`config.mk`:
```
export PLATFORM = sky130hd
export DESIGN_NAME = cfc_frame_state
export DESIGN_NICKNAME = d
export VERILOG_FILES = /design/src/design/cfc_pkg.sv /design/src/design/cfc_frame_state.sv
export SDC_FILE = /design/constraint.sdc
export NUM_CORES = 1
export LEC_CHECK = 0
export BUFFER_PORTS_ARGS = -buffer_cell sky130_fd_sc_hd__buf_2
export CORE_ASPECT_RATIO = 2
export CORE_MARGIN = 2
export CORE_UTILIZATION = 40
export DETAILED_ROUTE_END_ITERATION = 6
export HOLD_SLACK_MARGIN = 0.12
export PLACE_DENSITY = 0.57
export SLEW_MARGIN = 40
export SYNTH_ARGS = -nofsm -noshare
export SYNTH_HDL_FRONTEND = slang
export SYNTH_SLANG_ARGS = --single-unit
```
`constraint.sdc`:
```
create_clock -name clock -period 9.05 [get_ports clock]
set_input_delay 1.3575 -clock clock [delete_from_list [all_inputs] [get_ports clock]]
set_output_delay 1.3575 -clock clock [all_outputs]
set_load 0.005 [all_outputs]
```
`src/design/cfc_pkg.sv`:
```
`timescale 1ns / 1ps

package cfc_pkg;

   // crc-16, reflected polynomial, no final xor
   localparam logic [15:0] CrcPoly = 16'hA001;
   localparam logic [15:0] CrcInit = 16'hFFFF;

   localparam logic [7:0] StationAddrReset = 8'hFE;

   // command codes that select the frame kind
   localparam logic [7:0] StatusReqCode = 8'h23;
   localparam logic [7:0] CommandCode   = 8'h24;

   // frame kind codes on the result
   localparam logic [1:0] KindStatus  = 2'd0;
   localparam logic [1:0] KindCommand = 2'd1;
   localparam logic [1:0] KindOther   = 2'd2;

   // frame positions before the payload
   localparam logic [8:0] IdxAddress = 9'd1;
   localparam logic [8:0] IdxCommand = 9'd2;
   localparam logic [8:0] IdxLength  = 9'd3;
   localparam logic [8:0] HeaderLen  = 9'd4;

   typedef struct packed {
      logic [7:0] rx_byte;
      logic       first_byte;
   } req_payload_type;

   typedef struct packed {
      logic        crc_match;
      logic        address_match;
      logic        frame_valid;
      logic [1:0]  frame_kind;
      logic [15:0] computed_crc;
   } rsp_payload_type;

   // what one byte step hands back to the top level
   typedef struct packed {
      logic            emit;
      rsp_payload_type payload;
   } step_result_type;

   function automatic logic [15:0] crc_byte(input logic [15:0] crc, input logic [7:0] b);
      logic [15:0] c;
      c = crc ^ {8'h00, b};
      for (int k = 0; k < 8; k++) begin
         if (c[0]) begin
            c = (c >> 1) ^ CrcPoly;
         end else begin
            c = c >> 1;
         end
      end
      return c;
   endfunction

endpackage

```
`src/design/cfc_frame_state.sv`:
```
`timescale 1ns / 1ps

module cfc_frame_state import cfc_pkg::*; (
   input  logic            clock,
   input  logic            reset,
   input  logic            step,
   input  req_payload_type beat,
   input  logic [7:0]      station_address,
   output step_result_type result
);

   logic [15:0] crc_accum_ff, crc_accum_in;
   logic [8:0]  byte_index_ff, byte_index_in;
   logic [7:0]  payload_length_ff, payload_length_in;
   logic        address_seen_ok_ff, address_seen_ok_in;
   logic [7:0]  command_code_ff, command_code_in;
   logic [7:0]  received_crc_low_ff, received_crc_low_in;

   // state as seen by this beat, after a possible restart
   logic [15:0] crc_eff;
   logic [8:0]  idx_eff;
   logic [7:0]  len_eff;
   logic        addr_eff;
   logic [7:0]  cmd_eff;
   logic [7:0]  low_eff;
   logic [8:0]  crc_end;
   logic [15:0] rx_crc;
   logic        crc_ok;

   always_comb begin
      if (beat.first_byte) begin
         crc_eff  = CrcInit;
         idx_eff  = '0;
         len_eff  = '0;
         addr_eff = 1'b0;
         cmd_eff  = '0;
         low_eff  = '0;
      end else begin
         crc_eff  = crc_accum_ff;
         idx_eff  = byte_index_ff;
         len_eff  = payload_length_ff;
         addr_eff = address_seen_ok_ff;
         cmd_eff  = command_code_ff;
         low_eff  = received_crc_low_ff;
      end

      if (idx_eff == IdxAddress) begin
         addr_eff = (beat.rx_byte == station_address);
      end
      if (idx_eff == IdxCommand) begin
         cmd_eff = beat.rx_byte;
      end
      if (idx_eff == IdxLength) begin
         len_eff = beat.rx_byte;
      end

      crc_end = {1'b0, len_eff} + HeaderLen;
      rx_crc  = {beat.rx_byte, received_crc_low_ff};
      crc_ok  = (rx_crc == crc_accum_ff);

      crc_accum_in        = crc_eff;
      byte_index_in       = idx_eff + 9'd1;
      payload_length_in   = len_eff;
      address_seen_ok_in  = addr_eff;
      command_code_in     = cmd_eff;
      received_crc_low_in = low_eff;

      result.emit                  = 1'b0;
      result.payload.crc_match     = crc_ok;
      result.payload.address_match = address_seen_ok_ff;
      result.payload.frame_valid   = crc_ok & address_seen_ok_ff;
      result.payload.computed_crc  = crc_accum_ff;
      priority if (command_code_ff == StatusReqCode) begin
         result.payload.frame_kind = KindStatus;
      end else if (command_code_ff == CommandCode) begin
         result.payload.frame_kind = KindCommand;
      end else begin
         result.payload.frame_kind = KindOther;
      end

      priority if (idx_eff <= IdxLength || idx_eff < crc_end) begin
         crc_accum_in = crc_byte(crc_eff, beat.rx_byte);
      end else if (idx_eff == crc_end) begin
         received_crc_low_in = beat.rx_byte;
      end else begin
         // high crc byte closes the frame; a last byte never carries the start flag
         result.emit         = 1'b1;
         crc_accum_in        = CrcInit;
         byte_index_in       = '0;
         payload_length_in   = '0;
         address_seen_ok_in  = 1'b0;
         command_code_in     = '0;
         received_crc_low_in = '0;
      end
   end

   always_ff @(posedge clock) begin
      if (reset) begin
         crc_accum_ff        <= CrcInit;
         byte_index_ff       <= '0;
         payload_length_ff   <= '0;
         address_seen_ok_ff  <= 1'b0;
         command_code_ff     <= '0;
         received_crc_low_ff <= '0;
      end else if (step) begin
         crc_accum_ff        <= crc_accum_in;
         byte_index_ff       <= byte_index_in;
         payload_length_ff   <= payload_length_in;
         address_seen_ok_ff  <= address_seen_ok_in;
         command_code_ff     <= command_code_in;
         received_crc_low_ff <= received_crc_low_in;
      end
   end

endmodule

```
Word level (Yosys, flattened, before mapping)
Cells that the tools add are included.
- add/sub/neg operators: 2
- $lt $le $gt $ge: 2
- equality and inequality tests: 9
- mux-type cells: 40
- bitwise gates (word level): 10
- reduce and logical (&&, ||, !) cells: 2
- operators with widths (kind ; count):
    2-to-1 mux 16 bit ; 18
    2-to-1 mux 8 bit ; 11
    2-to-1 mux 9 bit ; 3
    NOT 2 -> 3 bit ; 8
    == test 9 x 2 -> 1 bit (second input constant) ; 2
    == test 16 bit ; 1
    == test 8 x 6 -> 1 bit (second input constant) ; 2
    XOR 16 x 8 -> 16 bit ; 1
    adder 8 x 3 -> 9 bit (second input constant) ; 1
    adder 9 x 1 -> 9 bit (second input constant) ; 1
    == test 9 x 1 -> 1 bit (second input constant) ; 1
    == test 9 bit ; 1
    less-or-equal comparator 9 x 2 -> 1 bit (second input constant) ; 1
    < comparator 9 bit ; 1
    == test 8 bit ; 1
    2-to-1 mux 1 bit ; 6
    2-to-1 mux 2 bit ; 2
    != test 2 bit (second input constant) ; 1
    AND reduction 2 bit ; 1
    bitwise AND 1 bit ; 1
    logical OR 1 bit ; 1
- register bits: 50
- output and inout bits: 22
- word-level logic and storage cells: 71

Longest topological paths before layout
Gate-level depths: netlist (run 1).
- depth after elaboration: 28
- gate-level depth with buffers: 23
- mapped depth without buffers: 18

Worst setup path before layout (run 1)
OpenSTA, ideal clock, no wires.
- kind: input to output
- start: in beat[0] in the netlist's numbering
- end: out result[21] in the netlist's numbering
- data arrival time: 5.457 ns
- required time: 7.693 ns
- setup slack: 2.236 ns
- stages on the path: 21
- cell sequence: clkbuf_1 > clkbuf_1 > clkbuf_1 > buf_1 > nor2b_1 > ha_1 > or4b_4 > o21ai_4 > buf_2 > nand2_1 > nand2_1 > ha_1 > nand3_1 > or3_1 > ha_1 > nand2_1 > o21ai_0 > o22ai_1 > a31oi_1 > o21ai_4 > inv_4
- RTL lines (element ; line ; source):
    from (decl) ; cfc_frame_state.sv:7 ; input req_payload_type beat,
    to (decl) ; cfc_frame_state.sv:9 ; output step_result_type result

==> results of run 1 <==
-- metal layers --
metal | part of all wire, % | vias up | track usage [%]
met3 | 1.7 | 15 | 2.31
met4 | 2.5 | 0 | 8.88
met2 | 60 | 37 | 41.9
li1 | - | 1350 | -
met1 | 36 | 1309 | 19.7
met5 | 0 | - | 0
-- report_power, final --
group | internal (mW) | switching, mW | total [mW] | leakage [nW]
logic | 0.0538 | 0.0503 | 0.104 | 0.823
clock network | 0.131 | 0.0860 | 0.217 | 0.0771
registers | 0.230 | 0.0137 | 0.243 | 0.406
-- cell families (layout without fill, tap and decap cells) --
kind of cell / after synthesis / after routing / share of synthesized area, %
simple gates: 127 / 127 / 21.4
buf+inv: 36 / 56 / 4.65
mux: 5 / 5 / 1.67
compound gates: 81 / 81 / 19.7
flops: 50 / 50 / 31.0
xor+xnor: 61 / 61 / 17.0
fa+ha+maj: 12 / 12 / 4.65
-- registers in the layout, summed over array words and instances, names as in the netlist --
register / cells
address_seen_ok_ff: 1
byte_index_ff: 9
command_code_ff: 8
crc_accum_ff: 16
payload_length_ff: 8
received_crc_low_ff: 8
-- worst max-delay path: cells and delay by family --
kind                       cells  cell delay, ns
adders and majority gates      3            0.88
buffers and inverters          3            0.59
and+or+nand+nor                7            1.72
AOI/OAI and AO/OA              5            1.24
-- placed cells by master, fill, tap and decap left out, types with 4 or more instances in the layout --
master	count
nor2b_1	13
a32o_1	8
clkbuf_16	5
nand3_1	16
a2bb2oi_1	12
and3_1	6
xnor2_1	51
o21ai_0	8
a22oi_1	4
inv_1	6
dfxtp_1	50
nor3b_1	4
o32a_1	5
nand4_1	6
xor2_1	9
nand2_1	26
ha_1	12
a21oi_1	18
nand2b_1	6
nor2_1	28
a22o_1	8
buf_2	41
-- worst max-delay path by stage --
stage	from	to	slack, ns	cells past startpoint
final	beat[0]	result[21]	1.85	18
after global routing	beat[0]	result[21]	1.48	18
after CTS	beat[0]	result[21]	1.87	18
after detailed placement	beat[0]	result[21]	1.88	18
after global placement	beat[0]	result[21]	2.07	18
after floorplan	beat[0]	result[21]	2.24	21
-- layout make-up --
| class | instances | area, sq um | share of cell area (%) |
|---|---|---|---|
| clock buffer | 6 | 129 | 3.58 |
| clock inverter | 2 | 37.5 | 1.04 |
| inverter | 7 | 28.8 | 0.800 |
| multi-input combinational | 286 | 2080 | 57.7 |
| sequential | 50 | 1000 | 27.8 |
| tap | 96 | 120 | 3.34 |
| timing repair buffer | 41 | 205 | 5.70 |
-- stage by stage --
step / utilization [%] / instance area [sq um] / hold slack (ns) / setup WS, ns
2_1_floorplan: - / 3230 / 0.436 / 2.24
3_3_place_gp: 43.5 / 3430 / 0.445 / 2.07
3_5_place_dp: 43.5 / 3430 / 0.447 / 1.88
4_1_cts: 45.6 / 3600 / 0.458 / 1.87
5_1_grt: 45.6 / 3600 / 0.474 / 1.48
6_report: 45.6 / 3600 / 0.457 / 1.85
==> impl_results.md, run 1 <==
* Status: finished clean
* Core area at 0.00789 sq mm
* Layout fillers at 826
* Worst R2R Path Depth at 18
* Largest stage delay, worst path at 0.52 ns
* Largest cells by area after synthesis: dfxtp_1 31%, xnor2_1 14%, ha_1 4.7%
* Post-Synthesis Cells at 372
* Full die area at 0.00885 sq mm
* Relative slew margins at 50.0%
* Worst-Margin Slew at 0.750 ns
* Initial Util at 40.9%
* Power Total at 564 uW
* Max-slew violation count at 0
* Setup crit end kind: output port
* Root buf cell: clkbuf_16
* Drt first-iter violations at 94
* First-pass GRT wire length at 13400 um
* IO Pins at 42
* Min Tclk post-route at 7.20 ns
* Final setup fails at 0
* Area leader, netlist: dfxtp_1
* Setup TNS at 0 ns
* Final period util at 79.6%
* Power density cells at 157 mW/mm^2
* Flops & latches, synth at 50
* CTS H-tree depth at 2
* Layout Nets at 423
* DRC Markers at 0
* Critical path arrival at 5.84 ns
* Sink Count at 50
* Crit path max-delay cell type: or4b_4
* Vias in the first global route at 2620
* GPL Wtd Cong at 0.923
* DR WL/cell at 17.4 um
* Synth Warn # at 0
* Postcts setup bufs at 0
* Hold Startpoint: payload_length_ff[2]
* Synth Cell Area at 0.00323 sq mm
* Startpoint types: input port
* RSZ-0062 raised after global routing: no
* RR Startpoint: byte_index_ff[1]
* Fmax at 139 MHz
* CTS Buffer Depth at 2
* WS Path Type: in2out
* End of the worst register-to-register path: command_code_ff[4]
* Seq/Total Area, Yosys at 31.0%
* Post_cts resized at 0
* Via density at 5.56
* Commonest cells post-synth: 51 x xnor2_1, 50 x dfxtp_1, 28 x nor2_1
* FFs w/ async S/R, synth at 0%
* Antenna Cells at 0
* Critical path fanouts, max at 41
* Hold crit path type: reg2reg
* Dpl hpwl at 6530 um
* Die height at 131 um
* Routed wire length at 8490 um
* R2R Setup Slk at 4.08 ns
* WHS Path Cells at 2
* Global route overflow at 0
* Final Hold Fails at 0
* First-pass DRT Iterations at 4
* Worst vdd ir at 0.0000772 V
* Vias at 2711
* Number of enable flip-flop cells after synthesis at 0
* Hold Path Sink: payload_length_ff[2]
* Cell Count, Final, Fillers Out at 488
* GRT Util Overall at 20.7%
* Most numerous cell in the Yosys netlist: xnor2_1
* Reg clk slew, reported paths at 0.07 ns
* Initial antenna violation count at 0
* CTS Buf Count at 5
* Pin count of the biggest net entering global routing at 42
* Post-CTS Hold Fix Bufs at 0
* Post-DRT Antenna Nets at 0
* Skew-Pair Late Insertion Delay at 0.30 ns
* IO buf count at 41
* CTS tree: built
* Synthesis-to-layout area growth at 11.5%
* CP required at 7.69 ns
* Die X at 67.5 um
* Critical path, cell by cell: buf_2, nor2b_1, ha_1, or4b_4, o21ai_4, nand2_1, o21ai_0, ha_1, nand3_1, or3_1, ha_1, a21oi_1, o21ai_0, nor2_1, nand3_2, o21ai_4, inv_4, buf_2
* Synth Net Count at 404
* Site row count at 46
* Crit path top cell by count: ha_1
* Distinct cells, synth at 55
* Synth top area share at 31.0%
* Max-Cap Viols at 0
* Top_reg_cell synth: dfxtp_1
* Inst Count DP at 480
* Share of layout cells above drive strength 1 at 16.6%
* Syn_area_per_cell at 8.68 sq um
* Leakage power at 1.31 nW
* Final Skew at 0.00546 ns
(Power assumes the default switching activity.)
==> run 2: changes to the inputs <==
--- a/config.mk
+++ b/config.mk
@@ -11,7 +11,7 @@
 export CORE_UTILIZATION = 40
 export DETAILED_ROUTE_END_ITERATION = 6
 export HOLD_SLACK_MARGIN = 0.12
-export PLACE_DENSITY = 0.57
+export PLACE_DENSITY = 0.59
 export SLEW_MARGIN = 40
 export SYNTH_ARGS = -nofsm -noshare
 export SYNTH_HDL_FRONTEND = slang
==> constraint.sdc (replaced) <==
create_clock -name clock -period 5.8 [get_ports clock]
set_input_delay 0.87 -clock clock [delete_from_list [all_inputs] [get_ports clock]]
set_output_delay 0.87 -clock clock [all_outputs]
set_load 0.005 [all_outputs]
==> impl_results.md, run 2 (synthesis gave the netlist of run 1 again) <==
* Site row count at 46 (unchanged)
* Final period util at 94.9%
* RSZ-0062 raised after global routing: no (unchanged)
* Core area at 0.00789 sq mm (unchanged)
* Critical path, cell by cell: buf_2, nor2b_2, ha_1, or4b_4, o21ai_4, nand2_1, o21ai_0, ha_1, nand3_1, or3_1, ha_1, nand2_1, o21ai_0, o22ai_1, a31oi_1, o21ai_4, inv_4, buf_2 (was buf_2, nor2b_1, ha_1, or4b_4, o21ai_4, nand2_1, o21ai_0, ha_1, nand3_1, or3_1, ha_1, a21oi_1, o21ai_0, nor2_1, nand3_2, o21ai_4, inv_4, buf_2)
* Post-CTS Hold Fix Bufs at 0 (unchanged)
* Status: finished clean (unchanged)
* Crit path top cell by count: ha_1 (unchanged)
* GPL Wtd Cong at 0.880 (was 0.923)
* Initial antenna violation count at 0 (unchanged)
* Initial Util at 40.9% (unchanged)
* Power density cells at 243 mW/mm^2 (was 157 mW/mm^2)
* Die height at 131 um (unchanged)
* Fmax at 182 MHz
* Leakage power at 1.33 nW (was 1.31 nW)
* First-pass DRT Iterations at 4 (unchanged)
* Critical path arrival at 4.63 ns (was 5.84 ns)
* Largest stage delay, worst path at 0.49 ns (was 0.52 ns)
* CTS Buffer Depth at 2 (unchanged)
* Layout fillers at 808 (was 826)
* IO Pins at 42 (unchanged)
* Most frequent cells in the layout: 51 x xnor2_1, 50 x dfxtp_1, 41 x buf_2 (unchanged)
* GRT Util Overall at 21.9% (was 20.7%)
* Biggest regs: crc_accum_ff (16), byte_index_ff (9) (unchanged)
* Reg clk slew, reported paths at 0.07 ns (about the same)
* CP required at 4.93 ns (was 7.69 ns)
* Die X at 67.5 um (unchanged)
* Via density at 5.66 (was 5.56)
* Number of flip-flops under the largest register name at 16 (unchanged)
* Setup TNS at 0 ns (unchanged)
* Pin count of the biggest net entering global routing at 36 (was 42)
* CTS Buf Count at 5 (unchanged)
* Design area at 0.00364 sq mm (was 0.00360 sq mm)
* WS Path Type: in2out (unchanged)
* Crit path max-delay cell type: or4b_4 (unchanged)
* Final Hold Fails at 0 (unchanged)
* Hold crit path type: reg2reg (unchanged)
* Setup crit end kind: output port (unchanged)
* Vias in the first global route at 2746 (was 2620)
* Dpl hpwl at 6850 um (was 6530 um)
* Sink Count at 50 (unchanged)
* Delay-heaviest family, CP: simple AND/OR/NAND/NOR gates (unchanged)
* Skew-Pair Late Insertion Delay at 0.29 ns (was 0.30 ns)
* Final Skew at 0.00859 ns (was 0.00546 ns)
* Worst-Margin Slew at 0.788 ns (was 0.750 ns)
* Root buf cell: clkbuf_16 (unchanged)
* Post-DRT Antenna Nets at 0 (unchanged)
* Layout Nets at 428 (was 423)
* DRC Markers at 0 (unchanged)
* Worst Path Buf+Inv at 3 (unchanged)
* Placed cell area at 0.00346 sq mm (was 0.00343 sq mm)
* Biggest register: crc_accum_ff (unchanged)
* First-pass GRT wire length at 14200 um (was 13400 um)
* Max-Cap Viols at 0 (unchanged)
* Global route overflow at 0 (unchanged)
* Full die area at 0.00885 sq mm (unchanged)
* Most common cell after layout, fill and taps aside: xnor2_1 (unchanged)
* Routed wire length at 9040 um (was 8490 um)
* Drt first-iter violations at 143 (was 94)
* Min Tclk post-route at 5.50 ns
* Max-slew violation count at 0 (unchanged)
* CTS H-tree depth at 2 (unchanged)
* Cell Count, Final, Fillers Out at 493 (was 488)
* Vias at 2789 (was 2711)
* Startpoint types: input port (unchanged)
* IO buf count at 41 (unchanged)
* Critical path fanouts, max at 10 (was 41)
* Share of layout cells above drive strength 1 at 18.1% (was 16.6%)
* Inst Count DP at 483 (was 480)
* Worst vdd ir at 0.000148 V (was 0.0000772 V)
* Relative slew margins at 47.4% (was 50.0%)
* CTS tree: built (unchanged)
* Antenna Cells at 0 (unchanged)
* DR WL/cell at 18.3 um (was 17.4 um)
* Final setup fails at 0 (unchanged)
* Synthesis-to-layout area growth at 12.8% (was 11.5%)
==> run 2: cell count changes in the layout (fill, tap and decap cells not counted) <==
cell     before  now
buf_4         0    5
nor2b_2       0    2
nor2b_1      13   11
==> run 2: where the power goes <==
group | internal (mW) | switching [mW] | leakage, nW
clock network | 0.204 | 0.133 | 0.0771
registers | 0.358 | 0.0222 | 0.406
logic | 0.0848 | 0.0815 | 0.848
total | 0.647 | 0.237 | 1.33
==> run 2: path summary, 6_finish.rpt <==
kind / endpoint / startpoint / depth (start not counted) / slack (ns)
worst max-delay path: result[21] / beat[0] / 18 / 0.30
worst min-delay path: payload_length_ff[2] / payload_length_ff[2] / 2 / 0.46
worst max register to register: crc_accum_ff[2] / byte_index_ff[1] / 17 / 1.13
worst min register to register: payload_length_ff[2] / payload_length_ff[2] / 2 / 0.46
==> run 2: repair_timing <==
item	in CTS	in global routing
setup buffers	0	2
endpoints found under the setup margin	0	1
gates resized for setup	0	1
==> run 2: final cells by class <==
| cell class | count | area (sq um) | share of cell area [%] |
|---|---|---|---|
| inverters | 7 | 28.8 | 0.790 |
| repair buffers | 46 | 243 | 6.67 |
| multi-input cells | 286 | 2080 | 57.2 |
| clock inverters | 2 | 37.5 | 1.03 |
| well taps | 96 | 120 | 3.30 |
| flip-flops and latches | 50 | 1000 | 27.5 |
| clock buffers | 6 | 129 | 3.54 |
==> run 2: layer usage <==
layer	GRT usage (%)	share of wire [%]	routed length (um)
met5	0	0	0
met4	12.4	4.7	425
met3	2.05	2.2	197
met2	43.4	58	5290
met1	20.5	35	3130
==> run 2: tightest hold or removal path, delay by kind of cell, from the launching register on <==
| family | cells | cell delay (ns) |
|---|---|---|
| DFF | 1 | 0.30 |
| and+or+nand+nor | 1 | 0.06 |
| AOI/OAI and AO/OA | 1 | 0.05 |
==> run 2: through the flow <==
stage	util, %	hold WS (ns)	power, mW	setup WS, ns
after floorplan	-	0.436	0.507	0.0257
after global placement	43.8	0.447	0.554	0.239
after detailed placement	43.8	0.452	0.557	0.103
after CTS	46.0	0.464	0.896	0.0971
after global routing	46.2	0.482	0.922	0.0168
final	46.2	0.459	0.884	0.295
==> run 3: changes to the inputs <==
--- a/config.mk
+++ b/config.mk
@@ -12,6 +12,7 @@
 export DETAILED_ROUTE_END_ITERATION = 6
 export HOLD_SLACK_MARGIN = 0.12
 export PLACE_DENSITY = 0.59
+export REMOVE_ABC_BUFFERS = 1
 export SLEW_MARGIN = 40
 export SYNTH_ARGS = -nofsm -noshare
 export SYNTH_HDL_FRONTEND = slang
==> impl_results.md, run 3 (synthesis gave the netlist of run 1 again) <==
* Status: finished clean (unchanged)
* Postcts setup bufs at 0 (unchanged)
* Hold Path Sink: payload_length_ff[2] (unchanged)
* CTS Buffer Depth at 2 (unchanged)
* Skew-Pair Late Insertion Delay at 0.29 ns (about the same)
* Critical path fanouts, max at 13 (was 10)
* Post-CTS Hold Fix Bufs at 0 (unchanged)
* CP required at 4.93 ns (about the same)
* Critical path, cell by cell: buf_2, nor2b_1, ha_1, or4b_4, o21ai_4, nand2_1, o21ai_0, ha_1, nand3_1, or3_1, ha_1, nand2_1, o21ai_0, o22ai_1, a31oi_1, o21ai_4, inv_4, buf_2 (was buf_2, nor2b_2, ha_1, or4b_4, o21ai_4, nand2_1, o21ai_0, ha_1, nand3_1, or3_1, ha_1, nand2_1, o21ai_0, o22ai_1, a31oi_1, o21ai_4, inv_4, buf_2)
* GPL Wtd Cong at 0.837 (was 0.880)
* Crit path top cell by count: ha_1 (unchanged)
* Site row count at 46 (unchanged)
* Min Tclk post-route at 5.49 ns (was 5.50 ns)
* Critical path arrival at 4.62 ns (was 4.63 ns)
* Most common cell after layout, fill and taps aside: xnor2_1 (unchanged)
* Power Total at 842 uW (was 884 uW)
* Full die area at 0.00885 sq mm (unchanged)
* Max-slew violation count at 0 (unchanged)
* IO buf count at 41 (unchanged)
* Initial antenna violation count at 0 (unchanged)
* Biggest regs: crc_accum_ff (16), byte_index_ff (9) (unchanged)
* Vias in the first global route at 2741 (was 2746)
* Post-DRT Antenna Nets at 0 (unchanged)
* Hold Startpoint: payload_length_ff[2] (unchanged)
* CTS tree: built (unchanged)
* Startpoint types: input port (unchanged)
* Layout fillers at 761 (was 808)
* RSZ-0062 raised after global routing: no (unchanged)
* Largest stage delay, worst path at 0.49 ns (about the same)
* Antenna Cells at 0 (unchanged)
* CTS H-tree depth at 2 (unchanged)
* Die X at 67.5 um (unchanged)
* IO Pins at 42 (unchanged)
* Worst-Margin Slew at 0.753 ns (was 0.788 ns)
* Post_cts resized at 0 (unchanged)
* Max-Cap Viols at 0 (unchanged)
* First-pass DRT Iterations at 4 (unchanged)
* WS Path Type: in2out (unchanged)
* Drt first-iter violations at 151 (was 143)
* Core area at 0.00789 sq mm (unchanged)
* Setup TNS at 0 ns (unchanged)
* Biggest register: crc_accum_ff (unchanged)
* Number of flip-flops under the largest register name at 16 (unchanged)
* Via density at 5.59 (was 5.66)
* Synthesis-to-layout area growth at 11.8% (was 12.8%)
* Die height at 131 um (unchanged)
* Hold crit path type: reg2reg (unchanged)
* Share of layout cells above drive strength 1 at 17.7% (was 18.1%)
* Power density cells at 233 mW/mm^2 (was 243 mW/mm^2)
* Final Util at 45.8% (was 46.2%)
* Global route overflow at 0 (unchanged)
* Setup crit end kind: output port (unchanged)
* Layout Nets at 427 (was 428)
* RR Startpoint: byte_index_ff[1] (unchanged)
* Sink Count at 50 (unchanged)
* End of the worst register-to-register path: crc_accum_ff[4] (was crc_accum_ff[2])
* DR WL/cell at 18.5 um (was 18.3 um)
* Crit path max-delay cell type: or4b_4 (unchanged)
* Routed wire length at 9090 um (was 9040 um)
* Pin count of the biggest net entering global routing at 40 (was 36)
* First-pass GRT wire length at 14200 um (about the same)
* Final period util at 94.7% (was 94.9%)
* GRT Util Overall at 21.9% (about the same)
* WHS Path Cells at 2 (unchanged)
* Final Skew at 0.00544 ns (was 0.00859 ns)
* Worst vdd ir at 0.000106 V (was 0.000148 V)
* R2R Setup Slk at 1.08 ns (was 1.13 ns)
* Most frequent cells in the layout: 51 x xnor2_1, 50 x dfxtp_1, 41 x buf_2 (unchanged)
* Worst R2R Path Depth at 17 (unchanged)
* Root buf cell: clkbuf_16 (unchanged)
* Initial Util at 40.9% (unchanged)
* Fmax at 182 MHz (about the same)
* CTS Buf Count at 5 (unchanged)
* Reg clk slew, reported paths at 0.07 ns (about the same)
* Dpl hpwl at 6790 um (was 6850 um)
* Leakage power at 1.31 nW (was 1.33 nW)
* Relative slew margins at 49.5% (was 47.4%)
* Final Hold Fails at 0 (unchanged)
* DRC Markers at 0 (unchanged)
* Vias at 2749 (was 2789)
* Hold slack at 0.461 ns (was 0.459 ns)
* Final setup fails at 0 (unchanged)
-- run 3: worst max-delay path by stage --
stage / from / endpoint / slack, ns / depth (start not counted)
6_report: beat[0] / result[21] / 0.31 / 18
5_1_grt: beat[0] / result[21] / 0.09 / 18
4_1_cts: beat[0] / result[21] / 0.33 / 18
3_5_place_dp: beat[0] / result[21] / 0.35 / 18
3_3_place_gp: beat[0] / result[21] / 0.45 / 18
2_1_floorplan: beat[0] / result[21] / 0.77 / 16
-- run 3: layout make-up --
class	instances	area (sq um)	share of cell area, %
inverters	7	28.8	0.798
clock inverters	3	21.3	0.589
repair buffers	45	235	6.52
well taps	96	120	3.33
multi-input cells	286	2080	57.6
clock buffers	5	125	3.47
flip-flops and latches	50	1000	27.7
-- run 3: power by group --
| part | switching (mW) | internal, mW | leakage [nW] |
|---|---|---|---|
| clock network | 0.134 | 0.160 | 0.0698 |
| logic | 0.0820 | 0.0846 | 0.839 |
| registers | 0.0227 | 0.358 | 0.406 |
| total | 0.239 | 0.603 | 1.31 |
-- run 3: metrics by stage --
step                setup WS [ns]  cells  cell area, sq um
floorplan                   0.774    343              3110
global placement            0.451    484              3460
detailed placement          0.349    484              3460
CTS                         0.332    492              3610
global route               0.0933    492              3610
finish                      0.305    492              3610
-- run 3: worst max-delay path, delay by kind of cell --
kind	cells	cell delay [ns]
compound gates	6	1.24
buf+inv	3	0.38
simple gates	6	1.35
fa+ha+maj	3	0.78
-- run 3: per-layer routing --
metal / up-vias / share of wire, % / global-route usage (%)
met5: - / 0 / 0
met4: 0 / 2.9 / 9.12
met3: 16 / 2.7 / 2.48
met2: 64 / 58 / 43.2
met1: 1312 / 37 / 21.8
li1: 1357 / - / -
